<file path="src/hdl/assert_macros.svh">
// ----------------------------------------------------------------------------
// Assertion macros
// Shared concurrent assertion forms, clocked on clk_i, reset by rst_ni.
// ----------------------------------------------------------------------------
`ifndef ASSERT_MACROS_SVH
`define ASSERT_MACROS_SVH

// Property must hold at every clock edge outside reset.
`define ASSERT_CLK(lbl, prop, msg) \
  lbl: assert property (@(posedge clk_i) disable iff (!rst_ni) (prop)) \
    else $error(msg);

// Condition must never be seen outside reset.
`define ASSERT_NEVER(lbl, cond, msg) \
  `ASSERT_CLK(lbl, !(cond), msg)

`endif

</file>
<file path="src/hdl/dupd_pkg.sv">
// ----------------------------------------------------------------------------
// dupd_pkg
// Types, character codes and lookup functions of the data URI payload decoder.
// ----------------------------------------------------------------------------
package dupd_pkg;

  localparam logic [7:0] CHAR_PCT    = 8'h25;
  localparam logic [7:0] CHAR_EQ     = 8'h3D;
  localparam logic [7:0] CHAR_DASH   = 8'h2D;
  localparam logic [7:0] CHAR_USCORE = 8'h5F;
  localparam logic [7:0] CHAR_PLUS   = 8'h2B;
  localparam logic [7:0] CHAR_SLASH  = 8'h2F;
  localparam logic [7:0] CHAR_SPACE  = 8'h20;
  localparam logic [7:0] CHAR_TAB    = 8'h09;
  localparam logic [7:0] CHAR_CR     = 8'h0D;

  typedef enum logic [1:0] {
    HELD_NONE  = 2'd0,
    HELD_PCT   = 2'd1,
    HELD_DIGIT = 2'd2
  } dupd_held_e;

  // One request from front to back: one to three results.
  typedef struct packed {
    logic [1:0]      cnt;
    logic [2:0][7:0] data;
    logic            tail_blank;
    logic            stream_end;
    logic            bad_input;
  } dupd_entry_t;

  // {ok, 6-bit value}
  function automatic logic [6:0] b64_lookup(input logic [7:0] c);
    logic [7:0] d;
    d = 8'h00;
    if (c >= 8'h41 && c <= 8'h5A) begin
      d = c - 8'h41;
      return {1'b1, d[5:0]};
    end
    if (c >= 8'h61 && c <= 8'h7A) begin
      d = c - 8'h61 + 8'd26;
      return {1'b1, d[5:0]};
    end
    if (c >= 8'h30 && c <= 8'h39) begin
      d = c - 8'h30 + 8'd52;
      return {1'b1, d[5:0]};
    end
    if (c == CHAR_PLUS || c == CHAR_DASH) return {1'b1, 6'd62};
    if (c == CHAR_SLASH || c == CHAR_USCORE) return {1'b1, 6'd63};
    return 7'd0;
  endfunction

  // {ok, 4-bit value}
  function automatic logic [4:0] hex_lookup(input logic [7:0] c);
    logic [7:0] d;
    d = 8'h00;
    if (c >= 8'h30 && c <= 8'h39) begin
      d = c - 8'h30;
      return {1'b1, d[3:0]};
    end
    if (c >= 8'h61 && c <= 8'h66) begin
      d = c - 8'h61 + 8'd10;
      return {1'b1, d[3:0]};
    end
    if (c >= 8'h41 && c <= 8'h46) begin
      d = c - 8'h41 + 8'd10;
      return {1'b1, d[3:0]};
    end
    return 5'd0;
  endfunction

endpackage

</file>
<file path="src/hdl/dupd_front.sv">
// ----------------------------------------------------------------------------
// dupd_front
// Accepts payload characters, keeps decode state and builds one request of
// up to three results per character.
// ----------------------------------------------------------------------------
`include "assert_macros.svh"

module dupd_front (
  input  logic                  clk_i,
  input  logic                  rst_ni,
  input  logic                  cfg_we_i,
  input  logic                  cfg_mode_i,
  input  logic                  in_valid_i,
  input  logic [7:0]            in_byte_i,
  input  logic                  in_last_i,
  input  logic                  full_i,
  output logic                  in_stall_o,
  output logic                  push_o,
  output dupd_pkg::dupd_entry_t entry_o
);
  import dupd_pkg::*;

  logic            mode_q;
  logic [11:0]     buf_q, buf_d;
  logic [2:0]      bits_q, bits_d;
  logic            err_q, err_d;
  dupd_held_e      held_q, held_d;
  logic [7:0]      hchar_q, hchar_d;

  logic            accept;
  logic [6:0]      b64;
  logic [4:0]      hx_c, hx_h;
  logic [3:0]      bsum;
  logic [11:0]     shifted;
  logic            ws, b64_take, is_pct;
  logic [1:0]      n;
  logic [3:0][7:0] bytes;
  logic            tail_blank, bad;

  assign in_stall_o = full_i;
  assign accept     = in_valid_i && !full_i;

  always_comb begin
    b64      = b64_lookup(in_byte_i);
    hx_c     = hex_lookup(in_byte_i);
    hx_h     = hex_lookup(hchar_q);
    ws       = (in_byte_i == CHAR_SPACE) || (in_byte_i >= CHAR_TAB && in_byte_i <= CHAR_CR);
    b64_take = !err_q && !ws && (in_byte_i != CHAR_EQ);
    is_pct   = (in_byte_i == CHAR_PCT);
    bsum     = {1'b0, bits_q} + 4'd6;
    shifted  = '0;
    buf_d    = buf_q;
    bits_d   = bits_q;
    err_d    = err_q;
    held_d   = held_q;
    hchar_d  = hchar_q;
    n        = '0;
    bytes    = '0;
    tail_blank = 1'b0;
    bad      = 1'b0;

    if (!mode_q) begin
      if (b64_take) begin
        if (!b64[6]) begin
          err_d = 1'b1;
        end else begin
          buf_d = {buf_q[5:0], b64[5:0]};
          if (bsum >= 4'd8) begin
            bits_d   = 3'(bsum - 4'd8);
            shifted  = buf_d >> bits_d;
            bytes[0] = shifted[7:0];
            n        = 2'd1;
          end else begin
            bits_d = bsum[2:0];
          end
        end
      end
      if (in_last_i && n == 2'd0) begin
        n          = 2'd1;
        tail_blank = 1'b1;
      end
      bad = in_last_i && err_d;
    end else begin
      unique case (held_q)
        HELD_NONE: begin
          if (is_pct) begin
            held_d = HELD_PCT;
          end else begin
            bytes[n] = in_byte_i;
            n = n + 2'd1;
          end
        end
        HELD_PCT: begin
          if (hx_c[4]) begin
            held_d  = HELD_DIGIT;
            hchar_d = in_byte_i;
          end else begin
            bytes[n] = CHAR_PCT;
            n = n + 2'd1;
            if (is_pct) begin
              held_d = HELD_PCT;
            end else begin
              held_d = HELD_NONE;
              bytes[n] = in_byte_i;
              n = n + 2'd1;
            end
          end
        end
        HELD_DIGIT: begin
          held_d = HELD_NONE;
          if (hx_c[4]) begin
            bytes[n] = {hx_h[3:0], hx_c[3:0]};
            n = n + 2'd1;
          end else begin
            bytes[n] = CHAR_PCT;
            n = n + 2'd1;
            bytes[n] = hchar_q;
            n = n + 2'd1;
            if (is_pct) begin
              held_d = HELD_PCT;
            end else begin
              bytes[n] = in_byte_i;
              n = n + 2'd1;
            end
          end
        end
        default: held_d = HELD_NONE;
      endcase
      if (in_last_i) begin
        if (held_d != HELD_NONE) begin
          bytes[n] = CHAR_PCT;
          n = n + 2'd1;
        end
        if (held_d == HELD_DIGIT) begin
          bytes[n] = hchar_d;
          n = n + 2'd1;
        end
      end
    end

    // end of stream clears both modes
    if (in_last_i) begin
      buf_d   = '0;
      bits_d  = '0;
      err_d   = 1'b0;
      held_d  = HELD_NONE;
      hchar_d = '0;
    end
  end

  assign push_o             = accept && (n != 2'd0);
  assign entry_o.cnt        = n;
  assign entry_o.data       = bytes[2:0];
  assign entry_o.tail_blank = tail_blank;
  assign entry_o.stream_end = in_last_i;
  assign entry_o.bad_input  = bad;

  always_ff @(posedge clk_i or negedge rst_ni) begin
    if (!rst_ni) begin
      mode_q  <= 1'b0;
      buf_q   <= '0;
      bits_q  <= '0;
      err_q   <= 1'b0;
      held_q  <= HELD_NONE;
      hchar_q <= '0;
    end else begin
      if (cfg_we_i) begin
        mode_q <= cfg_mode_i;
      end
      if (accept) begin
        buf_q   <= buf_d;
        bits_q  <= bits_d;
        err_q   <= err_d;
        held_q  <= held_d;
        hchar_q <= hchar_d;
      end
    end
  end

  `ASSERT_CLK(a_end_clears, (accept && in_last_i) |=>
    (bits_q == 3'd0 && !err_q && held_q == HELD_NONE), "state not cleared after end item")
  `ASSERT_CLK(a_end_pushes, (accept && in_last_i) |-> push_o, "end item gave no result")

endmodule

</file>
<file path="src/hdl/dupd_queue.sv">
// ----------------------------------------------------------------------------
// dupd_queue
// Short request queue between front and back.
// ----------------------------------------------------------------------------
`include "assert_macros.svh"

module dupd_queue #(
  parameter int Depth = 4
) (
  input  logic                  clk_i,
  input  logic                  rst_ni,
  input  logic                  push_i,
  input  dupd_pkg::dupd_entry_t entry_i,
  input  logic                  pop_i,
  output logic                  full_o,
  output logic                  valid_o,
  output dupd_pkg::dupd_entry_t entry_o
);
  import dupd_pkg::*;

  localparam int PtrW = (Depth > 1) ? $clog2(Depth) : 1;
  localparam int CntW = $clog2(Depth + 1);

  dupd_entry_t     mem_q [Depth];
  logic [PtrW-1:0] wr_q, rd_q;
  logic [CntW-1:0] cnt_q;

  assign full_o  = (cnt_q == CntW'(Depth));
  assign valid_o = (cnt_q != '0);
  assign entry_o = mem_q[rd_q];

  function automatic logic [PtrW-1:0] ptr_inc(input logic [PtrW-1:0] p);
    return (p == PtrW'(Depth - 1)) ? '0 : p + PtrW'(1);
  endfunction

  always_ff @(posedge clk_i) begin
    if (push_i) begin
      mem_q[wr_q] <= entry_i;
    end
  end

  always_ff @(posedge clk_i or negedge rst_ni) begin
    if (!rst_ni) begin
      wr_q  <= '0;
      rd_q  <= '0;
      cnt_q <= '0;
    end else begin
      if (push_i) begin
        wr_q <= ptr_inc(wr_q);
      end
      if (pop_i) begin
        rd_q <= ptr_inc(rd_q);
      end
      if (push_i && !pop_i) begin
        cnt_q <= cnt_q + CntW'(1);
      end else if (pop_i && !push_i) begin
        cnt_q <= cnt_q - CntW'(1);
      end
    end
  end

  `ASSERT_NEVER(a_no_overflow, push_i && full_o, "push into full queue")
  `ASSERT_NEVER(a_no_underflow, pop_i && !valid_o, "pop from empty queue")

endmodule

</file>
<file path="src/hdl/dupd_back.sv">
// ----------------------------------------------------------------------------
// dupd_back
// Takes requests from the queue and hands out their results one per cycle
// from the output register while out_stall_i is low.
// ----------------------------------------------------------------------------
`include "assert_macros.svh"

module dupd_back (
  input  logic                  clk_i,
  input  logic                  rst_ni,
  input  logic                  q_valid_i,
  input  dupd_pkg::dupd_entry_t q_entry_i,
  output logic                  q_pop_o,
  input  logic                  out_stall_i,
  output logic                  out_valid_o,
  output logic [7:0]            out_byte_o,
  output logic                  byte_valid_o,
  output logic                  stream_end_o,
  output logic                  bad_input_o
);
  import dupd_pkg::*;

  dupd_entry_t cur_q;
  logic        vld_q;
  logic [1:0]  idx_q;
  logic        at_tail, out_take, load;

  assign at_tail  = (idx_q == cur_q.cnt - 2'd1);
  assign out_take = vld_q && !out_stall_i;
  assign load     = !vld_q || (out_take && at_tail);
  assign q_pop_o  = load && q_valid_i;

  always_comb begin
    unique case (idx_q)
      2'd0:    out_byte_o = cur_q.data[0];
      2'd1:    out_byte_o = cur_q.data[1];
      default: out_byte_o = cur_q.data[2];
    endcase
  end

  assign out_valid_o  = vld_q;
  assign byte_valid_o = !(cur_q.tail_blank && at_tail);
  assign stream_end_o = cur_q.stream_end && at_tail;
  assign bad_input_o  = cur_q.bad_input && at_tail;

  always_ff @(posedge clk_i) begin
    if (q_pop_o) begin
      cur_q <= q_entry_i;
    end
  end

  always_ff @(posedge clk_i or negedge rst_ni) begin
    if (!rst_ni) begin
      vld_q <= 1'b0;
      idx_q <= '0;
    end else if (load) begin
      vld_q <= q_valid_i;
      idx_q <= '0;
    end else if (out_take) begin
      idx_q <= idx_q + 2'd1;
    end
  end

  `ASSERT_CLK(a_cnt_nonzero, vld_q |-> (cur_q.cnt != 2'd0), "empty request in back")
  `ASSERT_CLK(a_idx_range, vld_q |-> (idx_q <= cur_q.cnt - 2'd1), "result index past request")

endmodule

</file>
<file path="src/hdl/data_uri_payload_decoder_unit.sv">
// A character's first result passes through the request queue and then the output register.
// Throughput: one character per cycle while each gives at most one result and out_stall_i
// is low; a character with k results holds the single output register until all k are taken.
// Short bursts are absorbed by the QueueDepth-entry request queue.
// Reset clears decode state, mode (base64), queue and output valid.
// ----------------------------------------------------------------------------
// data_uri_payload_decoder_unit
// Base64 / percent decoder for data URI payloads, front, queue and back.
// ----------------------------------------------------------------------------
module data_uri_payload_decoder_unit #(
  parameter int QueueDepth = 4
) (
  input  logic       clk_i,
  input  logic       rst_ni,
  input  logic       decode_mode_we_i,
  input  logic       decode_mode_i,
  input  logic       in_valid_i,
  output logic       in_stall_o,
  input  logic [7:0] in_byte_i,
  input  logic       in_last_i,
  output logic       out_valid_o,
  input  logic       out_stall_i,
  output logic [7:0] out_byte_o,
  output logic       byte_valid_o,
  output logic       stream_end_o,
  output logic       bad_input_o
);
  import dupd_pkg::*;

  logic        push, pop, full, q_valid;
  dupd_entry_t f_entry, q_entry;

  dupd_front u_front (
    .clk_i      (clk_i),
    .rst_ni     (rst_ni),
    .cfg_we_i   (decode_mode_we_i),
    .cfg_mode_i (decode_mode_i),
    .in_valid_i (in_valid_i),
    .in_byte_i  (in_byte_i),
    .in_last_i  (in_last_i),
    .full_i     (full),
    .in_stall_o (in_stall_o),
    .push_o     (push),
    .entry_o    (f_entry)
  );

  dupd_queue #(
    .Depth (QueueDepth)
  ) u_queue (
    .clk_i   (clk_i),
    .rst_ni  (rst_ni),
    .push_i  (push),
    .entry_i (f_entry),
    .pop_i   (pop),
    .full_o  (full),
    .valid_o (q_valid),
    .entry_o (q_entry)
  );

  dupd_back u_back (
    .clk_i        (clk_i),
    .rst_ni       (rst_ni),
    .q_valid_i    (q_valid),
    .q_entry_i    (q_entry),
    .q_pop_o      (pop),
    .out_stall_i  (out_stall_i),
    .out_valid_o  (out_valid_o),
    .out_byte_o   (out_byte_o),
    .byte_valid_o (byte_valid_o),
    .stream_end_o (stream_end_o),
    .bad_input_o  (bad_input_o)
  );

endmodule
</file>
<file path="config.mk">
export PLATFORM = sky130hd
export DESIGN_NAME = data_uri_payload_decoder_unit
export DESIGN_NICKNAME = d
export VERILOG_FILES = /design/src/hdl/dupd_pkg.sv /design/src/hdl/dupd_front.sv /design/src/hdl/dupd_queue.sv /design/src/hdl/dupd_back.sv /design/src/hdl/data_uri_payload_decoder_unit.sv
export VERILOG_INCLUDE_DIRS = /design/src /design/src/hdl
export SDC_FILE = /design/constraint.sdc
export NUM_CORES = 1
export LEC_CHECK = 0
export CAP_MARGIN = 25
export CORE_ASPECT_RATIO = 1.4
export CORE_MARGIN = 3
export CORE_UTILIZATION = 56
export CTS_BUF_LIST = sky130_fd_sc_hd__clkbuf_8
export CTS_CLUSTER_DIAMETER = 50
export DETAILED_ROUTE_END_ITERATION = 10
export DONT_BUFFER_PORTS = 1
export HOLD_SLACK_MARGIN = 0.02
export PLACE_DENSITY = 0.71
export SKIP_LAST_GASP = 1
export SLEW_MARGIN = 20
export SYNTH_ARGS = -nofsm -noshare
export SYNTH_HDL_FRONTEND = slang
export SYNTH_SLANG_ARGS = --single-unit
</file>
<file path="constraint.sdc">
create_clock -name clk_i -period 6.95 [get_ports clk_i]
set_input_delay 0.695 -clock clk_i [delete_from_list [all_inputs] [get_ports clk_i]]
set_output_delay 0.695 -clock clk_i [all_outputs]
set_load 0.02 [all_outputs]
</file>
* Word level (Yosys, flattened, before mapping)
Memory sizes are Yosys's and may differ from the RTL's. A register that Yosys moved wholly into a read port is not among the register bits.
Cells that the tools add are included.
** Cells by class
- Equal/unequal tests :: 16
- Add/sub/neg operators :: 22
- Muxes and demuxes :: 130
- $lt $le $gt $ge :: 21
- Bitwise gates (word level) :: 3
- Reductions and logical operators :: 51
- Multipliers :: 0
- Shift-type cells :: 1
- Divide/modulo/power cells :: 0
** Operator list (number)
- $mux W8 :: 17
- $mux W32 :: 3
- $mux W7 :: 10
- $le A8 B7 Y1 const B :: 6
- $mux W16 :: 3
- $mux W24 :: 2
- $mux W2 :: 23
- $mux W1 :: 41
- $eq A8 B6 Y1 const B :: 5
- $bwmux W32 :: 1
- $demux W8 S2 :: 2
- $ge A8 B7 Y1 const B :: 4
- $pmux W8 S2 :: 2
- $mux W5 :: 6
- $logic_and A1 B1 Y1 :: 25
- $mux W4 :: 6
- $mux W6 :: 4
- $pmux W8 S3 :: 1
- $mux W3 :: 7
- $and A15 B20 Y20 :: 1
- $not A20 Y20 :: 1
- $add A4 B4 Y4 const B :: 4
- $ge A8 B6 Y1 const B :: 2
- $le A8 B6 Y1 const B :: 2
- other kinds (32) :: 66
** Storage, ports and cells
- Logic and storage cells :: 256
- Memory bits (read-only) :: 0
- Input bits :: 15
- Output and inout bits :: 13
- Memories :: 1
- Bits in writable memories :: 116
- Latch bits :: 0
- Register bits after elaboration :: 31
** Memories
- u_queue.mem_q :: depth 4, width 29, rd ports 1, clocked after memory_dff 1, wr ports 1, RTL line dupd_queue.sv:24 : dupd_entry_t mem_q [Depth];

* Longest topological paths before layout
- Depth in word-level cells :: 31
- Gate-level depth with buffers :: 24
- Mapped depth without buffers :: 22

* Cells and area by module
From an unflattened synthesis, not the netlist that was laid out.
** Second synthesis, totals
- Cells, all modules :: 733
- Area total of the unflattened synthesis :: 9298.9 um2
** By module, submodules not included
- dupd_queue :: area each 4601.9 um2, sequential area each 3658.5 um2, instances 1, cells an instance 188
- dupd_front :: area each 3468.3 um2, sequential area each 500.5 um2, instances 1, cells an instance 463
- dupd_back :: area each 1228.7 um2, sequential area each 945.9 um2, instances 1, cells an instance 82

* Worst setup path after synthesis
No wires, ideal clock.
- Kind :: input to register
- Start point :: input port in_byte_i[0]
- End point :: memory u_queue.mem_q[0][0] in the netlist's numbering (enable)
- Setup slack :: 199 ps
- Data required time :: 6492 ps
- Arrival time :: 6293 ps
- Stages :: 18
- Library setup time :: 458 ps
- Path buffers :: 2
- Cells stage by stage :: buf_6 inv_1 ha_1 nand2b_4 a2111oi_4 or3_4 buf_6 nand3_1 or3_1 ha_1 mux2i_1 and2_1 ha_1 a211oi_1 o211ai_1 a211oi_2 a211oi_2 nor3b_1
** On the way
- Cells in the longest elaborated chain, start to end :: 23
- Elaborated cells on any way between the ends :: 96
- Classes of those cells :: add/sub (2); order compare (10); eq/ne (8); mux (59); reduce/logical (17)
** Ends and longest elaborated chain
- start: declaration :: RTL line data_uri_payload_decoder_unit.sv:19 : input logic [7:0] in_byte_i,
- $ge A8 B7 Y1, or another cell as far along :: RTL line dupd_pkg.sv:36, dupd_pkg.sv:65
- $logic_and A1 B1 Y1 or $logic_or A1 B1 Y1 (tied branches) :: RTL line dupd_pkg.sv:65, dupd_pkg.sv:49
- $mux W1 (on tied branches) (2 in series) :: RTL line dupd_pkg.sv:65, dupd_pkg.sv:49
- $mux W1 (on tied branches) :: RTL line dupd_pkg.sv:61, dupd_pkg.sv:48
- $mux W5 or $mux W1 (tied branches) :: RTL line dupd_pkg.sv:69, dupd_pkg.sv:44
- $mux W5 or $mux W1 (tied branches) :: RTL line dupd_pkg.sv:65, dupd_pkg.sv:40
- $mux W5 or $mux W7 (tied branches) :: RTL line dupd_pkg.sv:61, dupd_pkg.sv:50
- $mux W2, or another cell as far along :: RTL line dupd_front.sv:111 : if (hx_c[4]) begin
- [... 6 more ...]
- $add A2 B1 Y2 or $logic_not A2 Y1 (tied branches) :: RTL line dupd_front.sv:136, dupd_front.sv:78
- $mux W2 or $logic_and A1 B1 Y1 (tied branches) :: RTL line dupd_front.sv:134, dupd_front.sv:78
- $mux W2 (on tied branches) :: RTL line dupd_front.sv:129, dupd_front.sv:78
- $mux W2 (*) :: RTL line dupd_front.sv:62 : if (!mode_q) begin
- $reduce_bool A2 Y1 (*) :: RTL line dupd_front.sv:151 : assign push_o = accept && (n != 2'd0);
- $logic_and A1 B1 Y1 (*) :: RTL line dupd_front.sv:151
- $mux W1 (*) :: RTL line dupd_queue.sv:37 : if (push_i) begin
- $mux W1 (not written as such) (*) :: RTL line dupd_queue.sv:38 : mem_q[wr_q] <= entry_i;
- end: declaration :: RTL line dupd_queue.sv:24
Mark *: on every way between the ends. The rest lies on a longest branch, timed or not. The select of a mux whose other input is x is not followed.

* Worst setup path in the final report
- Start point :: input port in_byte_i[0]
- End point :: register u_queue.cnt_q[1]
** On the way
- Cells in the longest elaborated chain, start to end :: 24
- Elaborated cells on any way between the ends :: 99
- Classes of those cells :: add/sub (2); order compare (10); eq/ne (8); mux (58); reduce/logical (21)
** Ends and longest elaborated chain
- $ge A8 B7 Y1, or another cell as far along :: RTL line dupd_pkg.sv:36, dupd_pkg.sv:65
- $logic_and A1 B1 Y1 or $logic_or A1 B1 Y1 (tied branches) :: RTL line dupd_pkg.sv:65, dupd_pkg.sv:49
- $mux W1 (on tied branches) (2 in series) :: RTL line dupd_pkg.sv:65, dupd_pkg.sv:49
- $mux W1 (on tied branches) :: RTL line dupd_pkg.sv:61, dupd_pkg.sv:48
- $mux W5 or $mux W1 (tied branches) :: RTL line dupd_pkg.sv:69, dupd_pkg.sv:44
- $mux W5 or $mux W1 (tied branches) :: RTL line dupd_pkg.sv:65, dupd_pkg.sv:40
- $mux W5 or $mux W7 (tied branches) :: RTL line dupd_pkg.sv:61, dupd_pkg.sv:50
- $mux W2, or another cell as far along :: RTL line dupd_front.sv:111
- [... 8 more ...]
- $mux W2 (on tied branches) :: RTL line dupd_front.sv:129, dupd_front.sv:78
- $mux W2 (*) :: RTL line dupd_front.sv:62
- $reduce_bool A2 Y1 (*) :: RTL line dupd_front.sv:151
- $logic_and A1 B1 Y1 (*) :: RTL line dupd_front.sv:151
- net push :: RTL line data_uri_payload_decoder_unit.sv:30 : logic push, pop, full, q_valid;
- $logic_not A1 Y1 :: RTL line dupd_queue.sv:56 : end else if (pop_i && !push_i) begin
- $logic_and A1 B1 Y1 :: RTL line dupd_queue.sv:56
- $reduce_bool A2 Y1 (no source line)
- end signal: assignment :: RTL line dupd_queue.sv:55 : cnt_q <= cnt_q + CntW'(1);
- end signal: assignment :: RTL line dupd_queue.sv:57 : cnt_q <= cnt_q - CntW'(1);
- end: declaration :: RTL line dupd_queue.sv:26 : logic [CntW-1:0] cnt_q;
Mark *: on every way through the listed nets, which the timed path passes. The rest lies on a longest branch. The select of a mux whose other input is x is not followed.
A chain may end at the register's enable or synchronous reset.

==> out/metrics.yaml <==
global_route:
  grt_pass1_wl_um: 38100
  grt_use_total_pct: 26.2
  grt_max_degree: 39
  grt_pass1_vias: 6598
  antenna_found_initial: 0
  grt_overflow: 0
finish:
  diodes: 0
  fin_cells: 994
  drive_above_1_share_pct: 16.1
  num-nets-final: 804
  final_cell_mix: "edfxtp_1, nand2_1, ha_1, inv_1, mux4_2"
  syn2layout_area_growth_pct: 6.02
  layout_commonest_cell: "edfxtp_1"
  utilization_pct: 61.1
  design_area_um2: 10300
sta:
  finClkSkew_ns: 0.0250
  max_freq_ghz: 0.182
  tightest_slew_ns: 0.739
  fin_hold_ws_ns: 0.332
  finalSetupViolCount: 0
  rsz0062_at_grt: "no"
  finalHoldViolations: 0
  finalCritPeriodShare_pct: 78.8
  slew-limit-headroom_pct: 50.0
  setup_tns_ns: 0
  drv_slew: 0
  period_needed_ns: 5.48
  setup_ws_ns: 1.47
placed_design:
  placedCellCount: 959
  place_ws_ns: 1.08
  place.gp.congestion: 0.935
  dp_hpwl_um: 17700
  placed_area_um2: 9900
  io_buffers: 0
setup_path:
  rr_startpoint: "u_front.held_q[1]$_DFFE_PN0P_"
  critPathArrivalTime_ns: 5.83
  endpoint_kind: "flip-flop"
  critical_path.startpoint_type: "primary input"
  r2r_slack_ns: 1.68
  worstSetupStartpoint: "in_byte_i[0]"
  worstSetupPathType: "primary input to flip-flop"
  cp_max_fo: 11
  rr_worst_depth: 21
  worstPathRequired_ns: 7.30
  r2r_end: "u_queue.cnt_q[2]$_DFFE_PN0P_"
synthesis:
  synth_area_leaders: "edfxtp_1, dfrtp_1, mux4_2"
  async_reset_ff_share_pct: 17.1
  syn-num-nets: 815
  synthCells: 760
  ys_warn_count: 0
  netlist_area_um2: 9730
  yosysTopAreaCellShare_pct: 44.7
  syn_avg_cell_area_um2: 12.8
  synth_top_area_cell: "edfxtp_1"
  seq_area_frac_synth_pct: 52.5
  ys.flop_type: "edfxtp_1"
  ys_ff_latch: 175
  synth-edff-count: 145
  synth.distinct_cells: 89
clock_tree:
  cts-root-buf: "clkbuf_8"
  hold_buffers: 2
  clock_path_buffers: 2
  cts.sinks: 175
  numCtsBuffers: 17
  cts_tree: "done"
  h-tree-depth: 4
  cts_setup_buffers: 0
  worstSkewPairLatency_ns: 0.47
  ctsResizeCount: 0
  clkTransAtPathRegs_ns: 0.11
pwr:
  power_leakage_nw: 3.72
  p_per_area_nw_per_um2: 307
  peakVddDrop_uv: 146
  power_mw: 3.17
min_path:
  min_path_type: "primary input to flip-flop"
  min_path_cells: 1
  min_to: "u_front.held_q[1]$_DFFE_PN0P_"
  hold_start: "in_last_i"
route:
  drc_errors: 0
  via_per_inst: 6.56
  wl_met1_um: 9710
  wirelength_um: 24200
  dr_wl_met3_um: 918
  drtIter0Drc: 537
  met2WireLength_um: 12500
  dr.max_layer_used: "met4"
  first_pass_iters: 6
  ant_nets: 0
  wl_per_cell_um: 24.4
  vias: 6518
floorplan:
  die_h_um: 162
  num_rows: 56
  core_um2: 16900
  dieArea_um2: 19000
  die_w_um: 117
  start_util_pct: 57.6
  ios: 28
flow_run:
  cap_violations: 0
status:
  status: "complete, no violations"
per-layer routing:
layer  up-vias  global-route usage, %
met5         -                      0
met4         0                   12.4
met3        73                   4.25
met2       207                   45.6
met1      3273                   32.1
li1       2965                      -
how the worst max path moves through the flow:
stage                                    end  slack (ns)  cells after the start
6_report        u_queue.cnt_q[1]$_DFFE_PN0P_        1.47                     20
5_1_grt         u_queue.cnt_q[2]$_DFFE_PN0P_        1.27                     22
4_1_cts         u_queue.cnt_q[1]$_DFFE_PN0P_        1.58                     20
3_5_place_dp    u_queue.cnt_q[1]$_DFFE_PN0P_        1.08                     20
3_3_place_gp    u_queue.cnt_q[1]$_DFFE_PN0P_        1.24                     20
2_1_floorplan  u_queue.mem_q[0][0]$_DFFE_PP_        0.20                     18
logic make-up after synthesis:
group / after synthesis / synth area share (%)
AO/OA/AOI/OAI: 196 / 16.5
XOR/XNOR: 14 / 1.26
adder cells (fa/ha/maj): 40 / 5.22
buffers and inverters: 85 / 4.09
flip-flops: 175 / 52.5
multiplexers: 49 / 9.32
AND/OR/NAND/NOR: 201 / 11.2
flip-flops by register name, indices dropped and copies added (netlist names):
register and flops:
u_queue.cnt_q 3, u_front.buf_q 6, u_queue.mem_q 116, u_front.err_q 1, u_front.mode_q 1, u_front.held_q 2
u_back.out_valid_o 1, u_back.cur_q 29, u_front.hchar_q 8, u_queue.wr_q 2, u_back.idx_q 2, u_queue.rd_q 2
u_front.bits_q 2
layout make-up:
type	count	area, µm²
clock inverter	15	148
sequential	175	5110
timing repair buffer	16	144
tap	232	290
inverter	39	146
clock buffer	17	234
multi-input combinational	500	4250
fill	1301	6570
synthesized netlist by cell type, types with 5 or more instances:
cell      count
edfxtp_1    145
nand2_1      66
ha_1         39
inv_1        35
mux4_2       33
dfrtp_1      30
nor2_1       27
a21oi_1      24
clkbuf_1     23
nand3_1      17
a22o_1       16
a22oi_1      16
o21ai_0      14
and2_1       13
and3_1       13
mux2i_1      13
a31oi_1      11
nor3_1       11
o22ai_1      11
a211oi_1      9
a32o_1        8
buf_2         8
a21o_1        7
buf_6         7
xnor2_1       7
xor2_1        7
nor2b_1       6
nor3b_1       6
o211ai_1      6
a2111o_1      5
a211o_1       5
a211oi_2      5
nand2b_1      5
nand4_1       5
nor3_2        5
worst max-delay path, cell delays in order:
cell and delay, ns:
inv_1 0.18, ha_1 0.37, nand2b_4 0.11, a211oi_1 0.49
or3_4 0.33, nand3_1 0.12, or3_1 0.42, ha_1 0.32
mux2i_1 0.09, and2_1 0.18, ha_1 0.30, nand2_1 0.11
a2111oi_4 0.39, a211oi_2 0.14, a211oi_2 0.50, nor2_1 0.09
ha_1 0.24, inv_1 0.08, fa_1 0.40, mux2_2 0.27
where the power goes:
group,switching [mW],internal (mW),leakage (nW)
Clock,0.409,0.266,0.183
Combinational,0.571,0.404,1.79
Sequential,0.121,1.40,1.74
Total,1.10,2.07,3.72
No activity file was read; power rests on OpenSTA's default activity.
